[config.mk]
export PLATFORM = sky130hd
export DESIGN_NAME = arp_address_cache
export DESIGN_NICKNAME = d
export VERILOG_FILES = /design/src/rtl/arpc_pkg.sv /design/src/rtl/arpc_ctrl.sv /design/src/rtl/arpc_dpath.sv /design/src/rtl/arp_address_cache.sv
export SDC_FILE = /design/constraint.sdc
export NUM_CORES = 2
export LEC_CHECK = 0
export BUFFER_PORTS_ARGS = -buffer_cell sky130_fd_sc_hd__buf_2
export CAP_MARGIN = 20
export CORE_ASPECT_RATIO = 1.1
export CORE_UTILIZATION = 60
export CTS_CLUSTER_DIAMETER = 50
export DETAILED_ROUTE_END_ITERATION = 10
export GPL_TIMING_DRIVEN = 0
export PLACE_DENSITY_LB_ADDON = 0.15
export SYNTH_ARGS = -nofsm -noshare
export SYNTH_HDL_FRONTEND = slang
export SYNTH_SLANG_ARGS = --single-unit
[constraint.sdc]
create_clock -name clk -period 8.1 [get_ports clk]
set_input_delay 0 -clock clk [delete_from_list [all_inputs] [get_ports clk]]
set_output_delay 0 -clock clk [all_outputs]
set_load 0.05 [all_outputs]
[src/rtl/arpc_pkg.sv]
`timescale 1ns / 1ps
// Package for the ARP address cache: table geometry, command codes and
// the command/status structs between controller and datapath. No dependencies.
package arpc_pkg;

  localparam int CAPACITY = 16;
  localparam int IDX_W    = (CAPACITY > 1) ? $clog2(CAPACITY) : 1;
  localparam int CNT_W    = 5;
  localparam int ADDR_W   = 32;
  localparam int MAC_W    = 48;
  localparam int CMD_W    = 2;

  localparam int IN_DATA_W  = 80;   // ipv4_addr, mac_addr
  localparam int OUT_DATA_W = 56;   // mac_out, entries, zero pad

  typedef logic [CMD_W-1:0] arpc_op_t;
  localparam arpc_op_t CMD_UPSERT = 2'd0;
  localparam arpc_op_t CMD_LOOKUP = 2'd1;
  localparam arpc_op_t CMD_CLEAR  = 2'd2;

  typedef enum logic {
    ST_IDLE,
    ST_SEARCH
  } arpc_state_t;

  typedef struct packed {
    logic capture;   // latch the incoming word
    logic execute;   // search, update table, load result register
  } arpc_cmd_t;

  typedef struct packed {
    logic out_busy;  // result register full and not being drained
  } arpc_sts_t;

endpackage

[src/rtl/arpc_ctrl.sv]
`timescale 1ns / 1ps
// Controller of the ARP address cache: two-state sequencer issuing
// capture and execute commands. Depends on arpc_pkg.
module arpc_ctrl (
  input  logic              clk,
  input  logic              rst_n,
  input  logic              in_tvalid,
  output logic              in_tready,
  output arpc_pkg::arpc_cmd_t cmd,
  input  arpc_pkg::arpc_sts_t sts
);
  import arpc_pkg::*;

  arpc_state_t state_r, state_nxt;

  always_ff @(posedge clk) begin
    if (!rst_n) begin
      state_r <= ST_IDLE;
    end else begin
      state_r <= state_nxt;
    end
  end

  always_comb begin
    state_nxt = state_r;
    unique case (state_r)
      ST_IDLE: begin
        if (in_tvalid) state_nxt = ST_SEARCH;
      end
      ST_SEARCH: begin
        if (!sts.out_busy) state_nxt = ST_IDLE;
      end
      default: state_nxt = ST_IDLE;
    endcase
  end

  always_comb begin
    in_tready   = 1'b0;
    cmd.capture = 1'b0;
    cmd.execute = 1'b0;
    unique case (state_r)
      ST_IDLE: begin
        in_tready   = 1'b1;
        cmd.capture = in_tvalid;
      end
      ST_SEARCH: begin
        cmd.execute = !sts.out_busy;
      end
      default: ;
    endcase
  end

  a_accept_to_search: assert property (@(posedge clk) disable iff (!rst_n)
    in_tvalid && in_tready |=> state_r == ST_SEARCH)
    else $error("accepted word did not start a search");

  a_execute_to_idle: assert property (@(posedge clk) disable iff (!rst_n)
    cmd.execute |=> state_r == ST_IDLE)
    else $error("controller did not return to idle after execute");

endmodule

[src/rtl/arpc_dpath.sv]
`timescale 1ns / 1ps
// Datapath of the ARP address cache: slot table, parallel address compare,
// free-slot encoder, entry counter and result register. Depends on arpc_pkg.
module arpc_dpath (
  input  logic                               clk,
  input  logic                               rst_n,
  input  logic [arpc_pkg::IN_DATA_W-1:0]     in_tdata,
  input  logic [arpc_pkg::CMD_W-1:0]         in_tuser,
  input  arpc_pkg::arpc_cmd_t                cmd,
  output arpc_pkg::arpc_sts_t                sts,
  output logic                               out_tvalid,
  input  logic                               out_tready,
  output logic [arpc_pkg::OUT_DATA_W-1:0]    out_tdata,
  output logic                               out_tuser
);
  import arpc_pkg::*;

  // captured word
  arpc_op_t          op_r;
  logic [ADDR_W-1:0] addr_r;
  logic [MAC_W-1:0]  mac_r;

  // table
  logic [CAPACITY-1:0] slot_valid_r, slot_valid_nxt;
  logic [ADDR_W-1:0]   slot_ipv4_r [CAPACITY];
  logic [MAC_W-1:0]    slot_mac_r  [CAPACITY];
  logic [CNT_W-1:0]    count_r, count_nxt;

  // result register
  logic              out_valid_r;
  logic              out_ok_r, ok_nxt;
  logic [MAC_W-1:0]  out_mac_r, mac_nxt;
  logic [CNT_W-1:0]  out_cnt_r;

  logic [CAPACITY-1:0] match;
  logic                hit, has_free;
  logic [IDX_W-1:0]    hit_idx, free_idx, wr_idx;
  logic                wr_mac, wr_new;

  always_ff @(posedge clk) begin
    if (cmd.capture) begin
      op_r   <= in_tuser;
      addr_r <= in_tdata[ADDR_W-1:0];
      mac_r  <= in_tdata[ADDR_W+MAC_W-1:ADDR_W];
    end
  end

  always_comb begin
    for (int i = 0; i < CAPACITY; i++) begin
      match[i] = slot_valid_r[i] && (slot_ipv4_r[i] == addr_r);
    end
  end

  always_comb begin
    hit_idx  = '0;
    free_idx = '0;
    for (int i = CAPACITY - 1; i >= 0; i--) begin
      if (match[i])         hit_idx  = IDX_W'(i);
      if (!slot_valid_r[i]) free_idx = IDX_W'(i);
    end
    hit      = |match;
    has_free = !(&slot_valid_r);
  end

  always_comb begin
    slot_valid_nxt = slot_valid_r;
    count_nxt      = count_r;
    ok_nxt         = 1'b0;
    mac_nxt        = '0;
    wr_mac         = 1'b0;
    wr_new         = 1'b0;
    wr_idx         = hit ? hit_idx : free_idx;
    unique case (op_r)
      CMD_UPSERT: begin
        if (hit) begin
          wr_mac = 1'b1;
          ok_nxt = 1'b1;
        end else if (has_free) begin
          wr_mac                 = 1'b1;
          wr_new                 = 1'b1;
          slot_valid_nxt[free_idx] = 1'b1;
          count_nxt              = count_r + CNT_W'(1);
          ok_nxt                 = 1'b1;
        end
      end
      CMD_LOOKUP: begin
        if (hit) begin
          mac_nxt = slot_mac_r[hit_idx];
          ok_nxt  = 1'b1;
        end
      end
      CMD_CLEAR: begin
        slot_valid_nxt = '0;
        count_nxt      = '0;
        ok_nxt         = 1'b1;
      end
      default: ;
    endcase
  end

  always_ff @(posedge clk) begin
    if (!rst_n) begin
      slot_valid_r <= '0;
      count_r      <= '0;
    end else if (cmd.execute) begin
      slot_valid_r <= slot_valid_nxt;
      count_r      <= count_nxt;
    end
  end

  always_ff @(posedge clk) begin
    if (cmd.execute && wr_mac) begin
      slot_mac_r[wr_idx] <= mac_r;
    end
    if (cmd.execute && wr_new) begin
      slot_ipv4_r[wr_idx] <= addr_r;
    end
  end

  always_ff @(posedge clk) begin
    if (!rst_n) begin
      out_valid_r <= 1'b0;
    end else if (cmd.execute) begin
      out_valid_r <= 1'b1;
    end else if (out_tready) begin
      out_valid_r <= 1'b0;
    end
  end

  always_ff @(posedge clk) begin
    if (cmd.execute) begin
      out_ok_r  <= ok_nxt;
      out_mac_r <= mac_nxt;
      out_cnt_r <= count_nxt;
    end
  end

  assign sts.out_busy = out_valid_r && !out_tready;
  assign out_tvalid   = out_valid_r;
  assign out_tuser    = out_ok_r;
  assign out_tdata    = {{(OUT_DATA_W - MAC_W - CNT_W){1'b0}}, out_cnt_r, out_mac_r};

  a_count_matches: assert property (@(posedge clk) disable iff (!rst_n)
    count_r == CNT_W'($countones(slot_valid_r)))
    else $error("entry count out of step with valid slots");

  a_unique_match: assert property (@(posedge clk) disable iff (!rst_n)
    $onehot0(match))
    else $error("address stored in more than one valid slot");

  a_execute_loads: assert property (@(posedge clk) disable iff (!rst_n)
    cmd.execute |=> out_valid_r)
    else $error("execute did not load the result register");

endmodule

[src/rtl/arp_address_cache.sv]
`timescale 1ns / 1ps
// ARP address cache top level: 16-slot IPv4 to MAC table. The edge that accepts
// the input word captures it; the search state then runs the parallel compare,
// table update and result register load. No new word is accepted until then.
// A full result register stalls the update cycle until out_tready drains it.
// Reset: synchronous active-low rst_n clears all valid bits and the count.
module arp_address_cache (
  input  logic                            clk,
  input  logic                            rst_n,
  input  logic                            in_tvalid,
  output logic                            in_tready,
  input  logic [arpc_pkg::IN_DATA_W-1:0]  in_tdata,   // ipv4_addr[31:0], mac_addr[79:32]
  input  logic [arpc_pkg::CMD_W-1:0]      in_tuser,   // command[1:0]
  output logic                            out_tvalid,
  input  logic                            out_tready,
  output logic [arpc_pkg::OUT_DATA_W-1:0] out_tdata,  // mac_out[47:0], entries[52:48]
  output logic                            out_tuser   // ok[0]
);
  import arpc_pkg::*;

  arpc_cmd_t cmd;
  arpc_sts_t sts;

  arpc_ctrl u_ctrl (
    .clk       (clk),
    .rst_n     (rst_n),
    .in_tvalid (in_tvalid),
    .in_tready (in_tready),
    .cmd       (cmd),
    .sts       (sts)
  );

  arpc_dpath u_dpath (
    .clk        (clk),
    .rst_n      (rst_n),
    .in_tdata   (in_tdata),
    .in_tuser   (in_tuser),
    .cmd        (cmd),
    .sts        (sts),
    .out_tvalid (out_tvalid),
    .out_tready (out_tready),
    .out_tdata  (out_tdata),
    .out_tuser  (out_tuser)
  );

endmodule
Word-level counts from Yosys, hierarchy flattened:

Memories as Yosys holds them, arrays and structs flattened. A register that Yosys moved wholly into a read port is not among the register bits.
Index checks and enable logic that the tools add are counted.

* register bits after elaboration: 111
* bits in writable memories: 1280
* bits of input ports: 86
* output and inout port bits: 59
* logic and storage cells: 126
* memories kept: 2

Memory list
* u_dpath.slot_mac_r: words 16, width 48, read ports 1, clocked after Yosys merged registers in 1, wr ports 1, line arpc_dpath.sv:26 `logic [MAC_W-1:0] slot_mac_r [CAPACITY];`
* u_dpath.slot_ipv4_r: words 16, width 32, read ports 16, clocked after Yosys merged registers in 0, wr ports 1, line arpc_dpath.sv:25 `logic [ADDR_W-1:0] slot_ipv4_r [CAPACITY];`

* add/sub/neg operators: 1
* $lt $le $gt $ge: 2
* eq/ne operators: 20
* muxes and demuxes: 60
* bitwise gates (word level): 2
* reductions and logical operators: 30

Operator list (number)
* $eq 32x32->1: 16
* $mux 4: 33
* $mux 16: 2
* $pmux 16 s2: 1
* $logic_and 1x1->1: 20
* $mux 1: 18
* $or 16x16->16: 1
* $reduce_and 16->1: 1
* $reduce_or 16->1: 1
* $mux 5: 2
* $pmux 5 s2: 1
* $add 5x1->5 const B: 1
* $lt 4x5->1 const B: 1
* $demux 1 s4: 1
* $ge 4x1->1 const B: 1
* $ne 2x2->1 const B: 2
* $reduce_and 4->1: 1
* $reduce_bool 2->1: 2
* $logic_not 1->1: 3
* $pmux 1 s3: 1
* $eq 2x1->1 const B: 1
* $eq 2x2->1 const B: 1
* $logic_not 2->1: 1
* $pmux 1 s2: 1
* 2 further kinds: 2

Depth between registers and ports, before layout:

* word-level depth: 24
* gate-level depth with buffers: 17
* gate-level depth less buffers: 11

By module:

A second synthesis with hierarchy kept.

* cell total of the unflattened synthesis: 3640
* area, all modules: 58982.8 um^2

By module, submodules not included
* arpc_dpath: times used 1, cells each 3634, area each 58935.3 um^2, seq. area each 42961.2 um^2
* arpc_ctrl: times used 1, cells each 6, area each 47.5 um^2, seq. area each 20.0 um^2

Worst setup path after synthesis:

Ideal clock, no wire load.

* path type: register to register
* from: register u_dpath.addr_r[22]
* to: memory u_dpath.slot_mac_r[3][0] (enable)
* setup time: 0.454 ns
* arrival time: 5.398 ns
* data required time: 7.646 ns
* slack: 2.248 ns
* cell stages (with the launch flop): 16
* buffers on the path: 5
* clock period less this slack: 5.852 ns
* cell sequence: edfxtp_1 -> buf_2 -> buf_6 -> xor2_1 -> nor4_1 -> nand4_1 -> or4_1 -> o21ai_0 -> a221oi_2 -> o22a_1 -> buf_4 -> buf_4 -> buf_4 -> o21ai_0 -> nand2_1 -> nor2_1

* cells in the longest elaborated chain, start to end: 19
* elaborated cells on any way between the ends: 55
* classes of those cells: eq/ne (16); mux (21); reduce/logical (18)

Ends and longest elaborated chain
* from (decl): line arpc_dpath.sv:20 `logic [ADDR_W-1:0] addr_r;`
* from (signal assigned): line arpc_dpath.sv:43 `addr_r <= in_tdata[ADDR_W-1:0];`
* $eq 32x32->1: line arpc_dpath.sv:50 `match[i] = slot_valid_r[i] && (slot_ipv4_r[i] == addr_r);`
* $logic_and 1x1->1: line arpc_dpath.sv:50
* $mux 4 (16 in series): line arpc_dpath.sv:58 `if (match[i]) hit_idx = IDX_W'(i);`
* $mux 4: line arpc_dpath.sv:72 `wr_idx = hit ? hit_idx : free_idx;`
* to (decl): line arpc_dpath.sv:26

Parallel ways exist; a longest one is shown, timed or not.

Worst setup path in the final report:

* from: register u_dpath.addr_r[16]
* to: memory u_dpath.slot_mac_r[4][4] (enable)

Same word-level chain as after synthesis.

==> flow_summary.json <==
{
  "status": "finished with violations",
  "violations": "setup timing",
  "hold_class": "in2reg",
  "grt_max_degree": 58,
  "relSlewSlack_pct": 16.4,
  "m1WireLength_um": 58000,
  "cp_data_required_time_ns": 8.55,
  "grt_pass1_vias": 32561,
  "timing.rr.end": "u_dpath.slot_mac_r[4][4]$_DFFE_PP_",
  "dr_wl_met2_um": 76100,
  "antenna_cells": 0,
  "worst-r2r-setup-slack_ns": -0.14,
  "layout_min_cycle_time_ns": 8.24,
  "overflow": 0,
  "clock-sinks": 1439,
  "syn_to_final_growth_pct": 17.5,
  "nets": 4138,
  "p_sw_mw": 3.26,
  "ys_warn_count": 0,
  "ys.flop_type": "edfxtp_1",
  "rr_worst_depth": 15,
  "cp_max_fo": 23,
  "grt_pass1_wl_um": 219000,
  "fillers": 5950,
  "async_flop_share_pct": 0,
  "tritoncts": "done",
  "drive_above_1_share_pct": 14.4,
  "fmax_mhz": 121,
  "clkLatencyLatePin_ns": 0.77,
  "ys_types": 61,
  "p_comb_share_pct": 3.5,
  "ant_nets": 0,
  "p_seq_share_pct": 54.1,
  "chipWidth_um": 298,
  "worstSetupEndpoint": "u_dpath.slot_mac_r[4][4]$_DFFE_PP_",
  "gp_congestion": 0.845,
  "swShare_pct": 21.0,
  "grtUsageTotal_pct": 31.6,
  "worstPathArrival_ns": 8.68,
  "leakage_nw": 24.5,
  "io_pins": 145,
  "dr_wl_met3_um": 13300,
  "maxCapViolCount": 0,
  "viasPerCell": 6.14,
  "drc": 0,
  "syn-instance-count": 3539,
  "finalWorstSetupSlack_ns": -0.137,
  "vias": 33303,
  "r2r-start": "u_dpath.addr_r[16]$_DFFE_PP_",
  "dp_hpwl_um": 94800,
  "cp-start-kind": "flop",
  "worst_slew_pin_slew_ns": 1.24,
  "syn_area_mm2": 0.0577,
  "skew_ns": 0.0200,
  "dp_slack_ns": -0.497,
  "clk_pin_slew_worst_paths_ns": 0.06,
  "cts_root_buffer": "clkbuf_16",
  "finalSetupTns_ns": -9.51,
  "io_buffer_count": 141,
  "utilization_pct": 71.6,
  "ys_ff_latch": 1439,
  "critPathLaunch": "u_dpath.addr_r[16]$_DFFE_PP_",
  "ir_drop_v": 0.000258,
  "htreeDepth": 4,
  "initial_utilization_pct": 60.9,
  "dpl_cell_area_mm2": 0.0614,
  "synth_edf_count": 1416,
  "drt_pass1_iterations": 6,
  "synth.avg_cell_area_um2": 16.3,
  "die_h_um": 327,
  "cts_buffer_depth": 3,
  "hold_viol_final": 0,
  "drv_slew": 0,
  "cts_buffers": 144,
  "powerDensity_mw_per_mm2": 229,
  "ys_seq_area_share_pct": 74.5,
  "p_total_mw": 15.5,
  "setup_viol": 127,
  "std_cell_rows": 118,
  "antenna_found_initial": 2,
  "internal_power_mw": 12.3,
  "die_area_mm2": 0.0973,
  "clkPwrFrac_pct": 42.4,
  "period_share_pct": 102,
  "final_cell_area_mm2": 0.0677,
  "core_area_mm2": 0.0946,
  "criticalPathCategory": "reg2reg",
  "wl_um": 154000,
  "top_layer": "met4",
  "wl_per_cell_um": 28.4,
  "drt_iter0_drc": 3988,
  "end_kind": "flop"
}
-- critical path, stage by stage, from the launching register on --
cell and delay (ns):
edfxtp_1 1.12, buf_2 0.43, buf_4 0.36, xnor2_1 0.16, nand4_1 0.12, nor4_1 0.90, nand4_1 0.35, o211ai_1 0.27
a31oi_1 0.16, o21ai_1 0.40, a21o_1 0.28, clkdlybuf4s15_1 0.88, clkbuf_1 0.74, nand2_2 0.60, nor2_4 0.77, buf_12 0.30
-- what timing repair did --
item | 4_1_cts | 5_1_grt
hold buffers | 163 | 0
resized for setup | 1 | 2
cloned | 1 | 0
endpoints found under the hold margin | 124 | 0
pin swaps | 1 | 0
setup endpoints to repair | 195 | 159
buffers inserted | 2 | 7
-- routing by layer --
layer  vias to the layer above  GRT usage (%)
li1                      14405              -
met1                     16720           40.8
met3                       370           5.31
met2                      1808           53.5
met4                         0           13.2
met5                         -              0
-- cell type report --
class | count | area (µm²) | share of cell area (%)
sequential | 1439 | 43000 | 63.5
multi-input combinational | 1910 | 13800 | 20.3
clock buffer | 186 | 3870 | 5.72
timing repair buffer | 363 | 3600 | 5.31
tap | 1260 | 1580 | 2.33
buffer | 184 | 1140 | 1.68
clock inverter | 70 | 752 | 1.11
inverter | 9 | 36.3 | 0.0536
-- how the worst min path moves through the flow --
| stage | from | endpoint | slack (ns) | cells past startpoint |
|---|---|---|---|---|
| 2_1_floorplan | in_tdata[0] | u_dpath.addr_r[0]$_DFFE_PP_ | 0.1 | 0 |
| 3_3_place_gp | in_tdata[18] | u_dpath.addr_r[18]$_DFFE_PP_ | 0.18 | 1 |
| 3_5_place_dp | in_tdata[18] | u_dpath.addr_r[18]$_DFFE_PP_ | 0.18 | 1 |
| 4_1_cts | in_tdata[59] | u_dpath.mac_r[27]$_DFFE_PP_ | 0.004 | 2 |
| 5_1_grt | in_tdata[59] | u_dpath.mac_r[27]$_DFFE_PP_ | 0.04 | 2 |
| 6_report | in_tuser[0] | u_dpath.op_r[0]$_DFFE_PP_ | 0.04 | 2 |
-- sequential cells by signal, summed over array words and instances, names as in the netlist --
name and flops:
u_ctrl.state_r 1, u_dpath.slot_ipv4_r 512, u_dpath.out_tvalid 1, u_dpath.mac_r 48
u_dpath.out_cnt_r 5, u_dpath.addr_r 32, u_dpath.slot_mac_r 768, u_dpath.out_mac_r 48
u_dpath.slot_valid_r 16, u_dpath.out_tuser 1, u_dpath.op_r 2, u_dpath.count_r 5
-- stage by stage --
stage	cells	hold WS [ns]
2_1_floorplan	3541	0.0989
3_3_place_gp	4942	0.176
3_5_place_dp	4991	0.178
4_1_cts	5413	0.00439
5_1_grt	5421	0.0422
6_report	5421	0.0358
-- cell usage in the layout (no fill, tap or decap), drive strengths merged, types with 71 or more instances in the layout --
cell | synthesis | layout
edfxtp | 1416 | 1416
dlygate4sd3 | 0 | 163
xor2 | 375 | 375
buf | 130 | 330
nor4 | 98 | 98
clkbuf | 54 | 239
o21ai | 165 | 165
mux2i | 312 | 312
nor2 | 306 | 307
a21oi | 71 | 71
xnor2 | 135 | 135
nand2 | 94 | 94
-- cells in the mapped netlist (all sizes together), types with 3 or more instances --
cell     instances  area share [%]
nand3           26            0.23
or2              8           0.087
a21boi           4           0.052
or4             12            0.17
clkbuf          54            0.35
edfxtp        1416              74
o211ai          31            0.40
buf            130             1.6
or3              3           0.033
inv              9           0.059
nor2           306             2.0
nor2b            8           0.087
dfxtp           23            0.80
nand2b           7           0.076
o21ai          165             1.4
a22o            23            0.35
o21bai          23            0.30
o31ai            3           0.039
a32oi           25            0.38
nand4           53            0.58
o2bb2ai         22            0.33
nor4            98             1.1
o211a            3           0.052
a31oi           27            0.29
nand2           94            0.61
a221oi           3           0.056
and2             3           0.033
mux2            26            0.51
mux2i          312             5.4
and3             3           0.041
xnor2          135             2.1
nor3            19            0.16
a21oi           71            0.62
xor2           375             5.7
-- cells by family (layout without fill, tap and decap cells) --
| family | after synthesis | count (layout) | share of synthesized area (%) |
|---|---|---|---|
| adders and majority gates | 1 | 1 | 0.0217 |
| xor gates and xnor gates | 510 | 510 | 7.75 |
| muxes | 338 | 338 | 5.92 |
| other | 1 | 3 | 0.00650 |
| buffers and inverters | 193 | 812 | 2.02 |
| and+or+nand+nor | 644 | 645 | 5.23 |
| AOI/OAI and AO/OA | 413 | 413 | 4.51 |
| DFF | 1439 | 1439 | 74.5 |
-- power groups by stage --
stage / combinational [mW] / sequential (mW) / clock [mW]
2_1_floorplan: 0.236 / 8.52 / 0
3_3_place_gp: 0.419 / 8.58 / 0
3_5_place_dp: 0.453 / 8.56 / 0
4_1_cts: 0.522 / 8.41 / 6.60
5_1_grt: 0.564 / 8.41 / 6.87
6_report: 0.539 / 8.40 / 6.58
No activity file was read; power rests on OpenSTA's default activity.
